[config.mk]
export PLATFORM = sky130hd
export DESIGN_NAME = pixel_saturation_adjust
export DESIGN_NICKNAME = d
export VERILOG_FILES = /design/src/design/psa_pkg.sv /design/src/design/psa_channel.sv /design/src/design/pixel_saturation_adjust.sv
export SDC_FILE = /design/constraint.sdc
export NUM_CORES = 2
export LEC_CHECK = 0
export ABC_AREA = 1
export BUFFER_PORTS_ARGS = -buffer_cell sky130_fd_sc_hd__buf_2
export CAP_MARGIN = 20
export CORE_ASPECT_RATIO = 1.75
export CORE_MARGIN = 5
export CORE_UTILIZATION = 35
export CTS_CLUSTER_DIAMETER = 60
export DETAILED_ROUTE_END_ITERATION = 10
export GPL_TIMING_DRIVEN = 0
export PLACE_DENSITY_LB_ADDON = 0.12
export SETUP_SLACK_MARGIN = 0.3
export SYNTH_ARGS = -nofsm -noshare
export SYNTH_HDL_FRONTEND = slang
export SYNTH_HIERARCHICAL = 1
export SYNTH_SLANG_ARGS = --single-unit
[constraint.sdc]
create_clock -name clock -period 11.4 [get_ports clock]
set_input_delay 2.28 -clock clock [delete_from_list [all_inputs] [get_ports clock]]
set_output_delay 2.28 -clock clock [all_outputs]
set_load 0.02 [all_outputs]
[src/design/psa_pkg.sv]
// Shared constants, types and the restoring division step for the saturation adjuster.
package psa_pkg;

   localparam int CHAN_W      = 8;
   localparam int K_W         = 9;
   localparam int ALPHA_W     = 16;
   localparam int PROD_W      = CHAN_W + 1 + ALPHA_W;
   localparam int PIX_STAGES  = 9;
   localparam int PIPE_DEPTH  = 11;
   localparam int RSP_LATENCY = PIPE_DEPTH;

   localparam logic signed [7:0] AMOUNT_MAX = 8'sd100;
   localparam logic signed [7:0] AMOUNT_MIN = -8'sd100;
   // Reciprocal of 100/128 scaled by 2**13, rounded up so that the floor is exact.
   localparam logic [13:0] K_RECIP = 14'd10486;
   localparam int K_SHIFT = 13;
   localparam logic [8:0] SUM_FULL = 9'd510;

   typedef struct packed {
      logic [CHAN_W-1:0] blue;
      logic [CHAN_W-1:0] green;
      logic [CHAN_W-1:0] red;
      logic [CHAN_W-1:0] lum;
      logic              pass;
   } pix_type;

   // One restoring division step: returns {quotient bit, new remainder}.
   function automatic logic [8:0] div_step(input logic [7:0] rem, input logic nb,
                                           input logic [7:0] den);
      logic [8:0] trial;
      logic [8:0] diff;
      trial = {rem, nb};
      diff  = trial - {1'b0, den};
      if (trial >= {1'b0, den}) begin
         return {1'b1, diff[7:0]};
      end else begin
         return {1'b0, trial[7:0]};
      end
   endfunction

endpackage

[src/design/psa_channel.sv]
// One colour channel: scales its distance from lightness by alpha, then adds and clamps.
module psa_channel (
   input  logic                                clock,
   input  logic [psa_pkg::CHAN_W-1:0]          chan,
   input  logic [psa_pkg::CHAN_W-1:0]          lum,
   input  logic signed [psa_pkg::ALPHA_W-1:0]  alpha,
   input  logic                                pass,
   output logic [psa_pkg::CHAN_W-1:0]          result
);
   import psa_pkg::*;

   logic signed [CHAN_W:0]   diff;
   logic signed [PROD_W-1:0] prod_in, prod_ff;
   logic [CHAN_W-1:0]        chan_ff;
   logic                     pass_ff;
   logic signed [PROD_W:0]   adj;
   logic [CHAN_W-1:0]        result_in, result_ff;

   assign diff    = $signed({1'b0, chan}) - $signed({1'b0, lum});
   assign prod_in = PROD_W'(diff) * PROD_W'(alpha);

   always_ff @(posedge clock) begin
      prod_ff <= prod_in;
      chan_ff <= chan;
      pass_ff <= pass;
   end

   // The arithmetic shift floors negative products, as the scaling requires.
   always_comb begin
      adj = (PROD_W+1)'(prod_ff >>> 7) + (PROD_W+1)'($signed({1'b0, chan_ff}));
      if (pass_ff) begin
         result_in = chan_ff;
      end else if (adj < 0) begin
         result_in = '0;
      end else if (adj > (PROD_W+1)'(255)) begin
         result_in = '1;
      end else begin
         result_in = adj[CHAN_W-1:0];
      end
   end

   always_ff @(posedge clock) begin
      result_ff <= result_in;
   end

   assign result = result_ff;

endmodule

[src/design/pixel_saturation_adjust.sv]
// Saturation adjuster for 8-bit RGB pixels, fully pipelined, one pixel per clock.
// Each result is strobed on rsp_valid for one cycle once its transaction has passed
// the eleven register stages (two pipelined dividers among them); throughput is one
// transaction per cycle. busy never rises and the receiver cannot stall. Synchronous
// reset empties the pipeline and sets the saturation amount to zero, so pixels pass
// unchanged.
module pixel_saturation_adjust (
   input  logic                       clock,
   input  logic                       reset,
   input  logic                       start,
   output logic                       busy,
   input  logic [psa_pkg::CHAN_W-1:0] req_blue_in,
   input  logic [psa_pkg::CHAN_W-1:0] req_green_in,
   input  logic [psa_pkg::CHAN_W-1:0] req_red_in,
   output logic                       rsp_valid,
   output logic [psa_pkg::CHAN_W-1:0] rsp_blue_out,
   output logic [psa_pkg::CHAN_W-1:0] rsp_green_out,
   output logic [psa_pkg::CHAN_W-1:0] rsp_red_out,
   input  logic                       csr_valid,
   output logic                       csr_ready,
   input  logic signed [7:0]          csr_saturation_amount
);
   import psa_pkg::*;

   // ------------------------------------------------------------------
   // Configuration. The gain k = amount * 128 / 100 (truncated towards
   // zero) is worked out when the register is written, so the pixel
   // path only ever sees k. The amount is first limited to +/-100.
   // ------------------------------------------------------------------
   logic signed [7:0]     amt_lim;
   logic [6:0]            amt_mag;
   logic [20:0]           k_prod;
   logic [7:0]            k_mag;
   logic signed [K_W-1:0] k_in, k_ff;

   always_comb begin
      if (csr_saturation_amount > AMOUNT_MAX) begin
         amt_lim = AMOUNT_MAX;
      end else if (csr_saturation_amount < AMOUNT_MIN) begin
         amt_lim = AMOUNT_MIN;
      end else begin
         amt_lim = csr_saturation_amount;
      end
      amt_mag = amt_lim[7] ? 7'(-amt_lim) : amt_lim[6:0];
      k_prod  = 21'(amt_mag) * 21'(K_RECIP);
      k_mag   = k_prod[K_SHIFT +: 8];
      k_in    = amt_lim[7] ? -$signed({1'b0, k_mag}) : $signed({1'b0, k_mag});
   end

   always_ff @(posedge clock) begin
      if (reset) begin
         k_ff <= '0;
      end else if (csr_valid && csr_ready) begin
         k_ff <= k_in;
      end
   end

   assign csr_ready = 1'b1;

   // The pipeline never stalls, so a new transaction is always welcome.
   assign busy = 1'b0;

   // ------------------------------------------------------------------
   // Valid bits travel alongside the data, one per register stage.
   // ------------------------------------------------------------------
   logic                  accept;
   logic [PIPE_DEPTH-1:0] valid_in, valid_ff;

   assign accept   = start && !busy;
   assign valid_in = {valid_ff[PIPE_DEPTH-2:0], accept};

   always_ff @(posedge clock) begin
      if (reset) begin
         valid_ff <= '0;
      end else begin
         valid_ff <= valid_in;
      end
   end

   // Pixel, lightness and pass flag ride along until the channel stage.
   pix_type pix_in [2];
   pix_type pix_ff [PIX_STAGES];

   // Stage 0: capture the incoming pixel.
   always_comb begin
      pix_in[0]       = pix_ff[0];
      if (accept) begin
         pix_in[0].blue  = req_blue_in;
         pix_in[0].green = req_green_in;
         pix_in[0].red   = req_red_in;
      end
      pix_in[0].lum   = '0;
      pix_in[0].pass  = 1'b0;
   end

   // Stage 1: extremes, delta, sum, lightness and the first divisor.
   // When lightness is below 128 the divisor is the sum, otherwise
   // 510 - sum; in either case it lies in 1..255 for a coloured pixel.
   logic [CHAN_W-1:0] mn, mx;
   logic [8:0]        sum;
   logic [8:0]        den_full;
   logic [CHAN_W-1:0] delta_in, delta1_ff, den1_ff;

   always_comb begin
      mn = pix_ff[0].red < pix_ff[0].green ? pix_ff[0].red : pix_ff[0].green;
      if (pix_ff[0].blue < mn) begin
         mn = pix_ff[0].blue;
      end
      mx = pix_ff[0].red > pix_ff[0].green ? pix_ff[0].red : pix_ff[0].green;
      if (pix_ff[0].blue > mx) begin
         mx = pix_ff[0].blue;
      end
      delta_in      = mx - mn;
      sum           = {1'b0, mx} + {1'b0, mn};
      pix_in[1]     = pix_ff[0];
      pix_in[1].lum = sum[8:1];
      // A gray pixel, or a gain of zero, leaves the pixel untouched.
      pix_in[1].pass = (k_ff == '0) || (delta_in == '0);
      den_full      = pix_in[1].lum[7] ? SUM_FULL - sum : sum;
   end

   always_ff @(posedge clock) begin
      delta1_ff <= delta_in;
      den1_ff   <= den_full[7:0];
   end

   // Stages 2 and 3: S = (delta << 7) / den, four quotient bits per stage.
   // The quotient never exceeds 128, so eight bits are enough and the
   // upper seven numerator bits form the starting remainder.
   logic [7:0] rem2_in, rem2_ff, den2_ff;
   logic [3:0] qhi_in, qhi2_ff;
   logic [7:0] s_in, s3_ff;

   always_comb begin
      logic [7:0] rem;
      logic [8:0] st;
      rem = {1'b0, delta1_ff[7:1]};
      for (int i = 0; i < 4; i++) begin
         st = div_step(rem, (i == 0) ? delta1_ff[0] : 1'b0, den1_ff);
         qhi_in[3-i] = st[8];
         rem = st[7:0];
      end
      rem2_in = rem;
   end

   always_ff @(posedge clock) begin
      rem2_ff <= rem2_in;
      qhi2_ff <= qhi_in;
      den2_ff <= den1_ff;
   end

   always_comb begin
      logic [7:0] rem;
      logic [8:0] st;
      rem = rem2_ff;
      s_in[7:4] = qhi2_ff;
      for (int i = 0; i < 4; i++) begin
         st = div_step(rem, 1'b0, den2_ff);
         s_in[3-i] = st[8];
         rem = st[7:0];
      end
   end

   always_ff @(posedge clock) begin
      s3_ff <= s_in;
   end

   // Stage 4: second divisor. d = S when k + S reaches 128, else 128 - k;
   // a zero divisor is taken as one. Only a positive gain uses it.
   logic signed [K_W+1:0] k_plus_s;
   logic [7:0]            d_raw;
   logic [7:0]            d_in, d4_ff;

   always_comb begin
      k_plus_s = (K_W+2)'(k_ff) + (K_W+2)'($signed({1'b0, s3_ff}));
      d_raw    = (k_plus_s >= (K_W+2)'(128)) ? s3_ff : 8'((K_W+2)'(128) - (K_W+2)'(k_ff));
      d_in     = (d_raw == '0) ? 8'd1 : d_raw;
   end

   always_ff @(posedge clock) begin
      d4_ff <= d_in;
   end

   // Stages 5 to 8: 16384 / d, fifteen quotient bits over four stages.
   // The numerator has a single one in bit 14, so only the first step
   // brings in a set bit.
   logic [7:0]  rem5_in, rem5_ff, d5_ff;
   logic [3:0]  q5_in, q5_ff;
   logic [7:0]  rem6_in, rem6_ff, d6_ff;
   logic [7:0]  q6_in, q6_ff;
   logic [7:0]  rem7_in, rem7_ff, d7_ff;
   logic [11:0] q7_in, q7_ff;
   logic [14:0] q8;
   logic signed [ALPHA_W-1:0] alpha_in, alpha8_ff;

   always_comb begin
      logic [7:0] rem;
      logic [8:0] st;
      rem = '0;
      for (int i = 0; i < 4; i++) begin
         st = div_step(rem, (i == 0), d4_ff);
         q5_in[3-i] = st[8];
         rem = st[7:0];
      end
      rem5_in = rem;
   end

   always_ff @(posedge clock) begin
      rem5_ff <= rem5_in;
      q5_ff   <= q5_in;
      d5_ff   <= d4_ff;
   end

   always_comb begin
      logic [7:0] rem;
      logic [8:0] st;
      rem = rem5_ff;
      q6_in[7:4] = q5_ff;
      for (int i = 0; i < 4; i++) begin
         st = div_step(rem, 1'b0, d5_ff);
         q6_in[3-i] = st[8];
         rem = st[7:0];
      end
      rem6_in = rem;
   end

   always_ff @(posedge clock) begin
      rem6_ff <= rem6_in;
      q6_ff   <= q6_in;
      d6_ff   <= d5_ff;
   end

   always_comb begin
      logic [7:0] rem;
      logic [8:0] st;
      rem = rem6_ff;
      q7_in[11:4] = q6_ff;
      for (int i = 0; i < 4; i++) begin
         st = div_step(rem, 1'b0, d6_ff);
         q7_in[3-i] = st[8];
         rem = st[7:0];
      end
      rem7_in = rem;
   end

   always_ff @(posedge clock) begin
      rem7_ff <= rem7_in;
      q7_ff   <= q7_in;
      d7_ff   <= d6_ff;
   end

   // Last three quotient bits, then alpha: 16384/d - 128 for a positive
   // gain, the gain itself for a negative one.
   always_comb begin
      logic [7:0] rem;
      logic [8:0] st;
      rem = rem7_ff;
      q8[14:3] = q7_ff;
      for (int i = 0; i < 3; i++) begin
         st = div_step(rem, 1'b0, d7_ff);
         q8[2-i] = st[8];
         rem = st[7:0];
      end
      if (k_ff < 0) begin
         alpha_in = ALPHA_W'(k_ff);
      end else begin
         alpha_in = $signed({1'b0, q8}) - ALPHA_W'(128);
      end
   end

   always_ff @(posedge clock) begin
      alpha8_ff <= alpha_in;
   end

   // The first two stages take the captured and the analysed pixel; after
   // that the pixel record simply follows the divider stages.
   always_ff @(posedge clock) begin
      for (int i = 0; i < 2; i++) begin
         pix_ff[i] <= pix_in[i];
      end
      for (int i = 2; i < PIX_STAGES; i++) begin
         pix_ff[i] <= pix_ff[i-1];
      end
   end

   // Stages 9 and 10: per-channel multiply, then shift, add and clamp.
   psa_channel u_blue (
      .clock  (clock),
      .chan   (pix_ff[PIX_STAGES-1].blue),
      .lum    (pix_ff[PIX_STAGES-1].lum),
      .alpha  (alpha8_ff),
      .pass   (pix_ff[PIX_STAGES-1].pass),
      .result (rsp_blue_out)
   );

   psa_channel u_green (
      .clock  (clock),
      .chan   (pix_ff[PIX_STAGES-1].green),
      .lum    (pix_ff[PIX_STAGES-1].lum),
      .alpha  (alpha8_ff),
      .pass   (pix_ff[PIX_STAGES-1].pass),
      .result (rsp_green_out)
   );

   psa_channel u_red (
      .clock  (clock),
      .chan   (pix_ff[PIX_STAGES-1].red),
      .lum    (pix_ff[PIX_STAGES-1].lum),
      .alpha  (alpha8_ff),
      .pass   (pix_ff[PIX_STAGES-1].pass),
      .result (rsp_red_out)
   );

   assign rsp_valid = valid_ff[PIPE_DEPTH-1];

endmodule

==> impl_metrics.env <==
export IMPL_outcome="finished clean"
export IMPL_postSynthNetCount=6136
export IMPL_clk_latency_ps=670
export IMPL_setup_viol=0
export IMPL_cts_resized=0
export IMPL_die_area_mm2=0.1302
export IMPL_io_pins=63
export IMPL_synth_cells=5256
export IMPL_fin_setup_tns_ps=0
export IMPL_fp_dieW_um=274.9
export IMPL_use_met2_pct=38.69
export IMPL_maxSlewViolCount=0
export IMPL_cts_buffer_depth=3
export IMPL_yosysUniqueCellTypes=73
export IMPL_numCtsBuffers=57
export IMPL_rows=170
export IMPL_synth_warnings=6
export IMPL_overflow=0
export IMPL_cp_slowest_stage_delay_ps=590
export IMPL_cts_tree="yes"
export IMPL_worst_path_buf_inv=7
export IMPL_ant_nets=0
export IMPL_final_nets=6254
export IMPL_use_met1_pct=17.79
export IMPL_wl_per_cell_um=16.90
export IMPL_reg2reg_from="d6_ff[2]$_DFF_P_"
export IMPL_final_common_cell="nand2_1"
export IMPL_drive_gt1_share_pct=7.101
export IMPL_cp_start_kind="primary input"
export IMPL_r2r_slack_ps=3710
export IMPL_max_cap_violations=0
export IMPL_dp_slack_ps=2393
export IMPL_final_cell_mix="nand2_1, inv_1, dfxtp_1"
export IMPL_dp_hpwl_um=101700
export IMPL_synth_avg_cell_area_um2=8.176
export IMPL_start_util_pct=35.13
export IMPL_wl_um=119300
export IMPL_drt_iter0_drc=1341
export IMPL_cts_hold_buf=0
export IMPL_critPathSlowestCell="fa_1"
export IMPL_cts_max_level=2
export IMPL_post_cts_setup_buffers=0
export IMPL_fin_skew_ps=64.45
export IMPL_area_growth_pct=10.11
export IMPL_grt_antenna_before_repair=3
export IMPL_cp_max_fo=7
export IMPL_gp_routability_congestion=0.8899
export IMPL_grt_pass1_wl_um=188300
export IMPL_synth_edff_count=24
export IMPL_drc_errors=0
export IMPL_numPortBuffers=58
export IMPL_crit_type="in -> reg"
export IMPL_min_delay_path_depth=0
export IMPL_r2r_end="rem7_ff[2]$_DFF_P_"
export IMPL_clk_pin_slew_ps=70
export IMPL_met3_usage_pct=1.524
export IMPL_slew_headroom_pct=29.75
export IMPL_cp_top_family="adder cells"
export IMPL_ys_flop_type="dfxtp_1"
export IMPL_async_flop_share_pct=0
export IMPL_cp_startpoint="csr_saturation_amount[3]"
export IMPL_cp_depth=33
export IMPL_cts_root_buf="clkbuf_16"
export IMPL_grt_max_degree=26
export IMPL_track_usage_pct=18.40
export IMPL_syn_area_mm2=0.04297
export IMPL_yosysSeqAreaShare_pct=26.32
export IMPL_min_path_type="reg -> reg"
export IMPL_cts_sinks=553
export IMPL_rsz0062_at_grt="no"
export IMPL_arrival_ps=8800
export IMPL_crit_required_ps=11970
export IMPL_min_period_ps=8230
export IMPL_dieHeight_um=473.5
export IMPL_busiest_layer="met2"
export IMPL_fmax_mhz=121.5
export IMPL_endpoint="k_ff[6]$_SDFFE_PP0P_"
export IMPL_first_global_vias=35343
export IMPL_r2r_cells=45
export IMPL_crit_path_end_kind="register"
export IMPL_tightest_slew_ps=1052
export IMPL_synth_seq_cells=553
export IMPL_hold_viol=0
export IMPL_drt_first_pass_iters=5
export IMPL_design_core_area_mm2=0.1223
export IMPL_via_per_inst=4.698
export IMPL_via_count=33152
export IMPL_worst_slack_ps=3170
export IMPL_finalCritPeriodShare_pct=72.19
==> cell type report <==
| class | instances | area [um2] |
|---|---|---|
| buffer | 69 | 411.6 |
| fill | 12671 | 74990 |
| multi-input combinational | 3735 | 27850 |
| clock buffer | 77 | 1602 |
| clock inverter | 30 | 379.1 |
| sequential | 553 | 11310 |
| antenna | 1 | 2.502 |
| inverter | 899 | 3395 |
| tap | 1634 | 2044 |
| timing repair buffer | 59 | 317.8 |
==> layer usage <==
metal	share of wire, %	wire (um)	vias up
li1	-	-	16773
met1	35	41630	15716
met2	58	69630	444
met3	2.1	2473	217
met4	4.6	5514	2
met5	0.011	13	-
==> Yosys cell counts, types with 5 or more instances <==
master       n  area (um2)
inv_4        6       37.54
edfxtp_1    24       720.7
nand3_2     19       190.2
a41oi_1      6       52.55
and2_1       6       37.54
buf_2       19       95.09
or2_2       26       162.7
a21oi_1    263        1316
nand3b_1    18       135.1
clkbuf_1    27       101.4
inv_1      873        3277
xor2_1     141        1235
buf_4        8       60.06
nor2_1     462        1734
o31ai_1      5       37.54
o21ai_0    159       795.8
nor4_1      15       93.84
o211ai_1     8       60.06
nand3_1    216        1081
o21ai_1     40       200.2
a21oi_2     19       166.4
o21ai_2     15       131.4
fa_1       387        7747
ha_1       457        5718
nor2_2      31       193.9
buf_6       13       146.4
nand2_2     23       143.9
nand2_1   1113        4178
dfxtp_1    529       10590
xnor2_1     94       823.3
o21bai_1    29       217.7
inv_2       17       63.81
nand4_1     46       287.8
a211oi_1     6       45.04
o21a_1      19       142.6
nor3_1      35       175.2
or2_1        9       56.30
a21o_1      10       75.07
nand2_4      8       90.09
==> per-stage QoR <==
stage               util [%]  std cells  hold WS (ps)  cell area [um2]
finish                 38.69       7057         316.5            47320
global route           38.69       7057         323.6            47320
CTS                    38.69       7056         311.1            47310
detailed placement     37.07       6949         312.1            45330
global placement       37.04       6948         310.2            45310
floorplan                  -       5256         309.6            42970
==> sequential cells by signal, indices dropped and copies added (netlist names), 9 cells and up <==
register and flops:
pix_ff 288, u_blue/prod_ff 18, u_green/prod_ff 18, u_red/prod_ff 18, alpha8_ff 16, q7_ff 12, valid_ff 11, k_ff 9
==> cell families (layout without fill, tap and decap cells) <==
family	count (synthesis)	after routing	share of synthesized area, %
buf+inv	968	1134	8.857
simple gates	2045	2045	20.48
fa+ha+maj	844	844	31.34
other cells	2	3	0.01748
compound gates	609	609	8.202
xor+xnor	235	235	4.790
flops	553	553	26.32
==> worst min-delay path by stage <==
stage / start / end / slack (ps)
detailed placement: pix_ff[0][79]$_DFF_P_ / pix_ff[0][112]$_DFF_P_ / 310
global placement: pix_ff[0][214]$_DFF_P_ / pix_ff[0][247]$_DFF_P_ / 310
global route: pix_ff[0][241]$_DFF_P_ / pix_ff[0][274]$_DFF_P_ / 320
floorplan: pix_ff[0][67]$_DFF_P_ / pix_ff[0][100]$_DFF_P_ / 310
finish: pix_ff[0][241]$_DFF_P_ / pix_ff[0][274]$_DFF_P_ / 320
CTS: pix_ff[0][195]$_DFF_P_ / pix_ff[0][228]$_DFF_P_ / 310
Power is left out: the tool's default activity adds up to more than one toggle a clock period on the data nets, which glitch-free logic cannot reach.
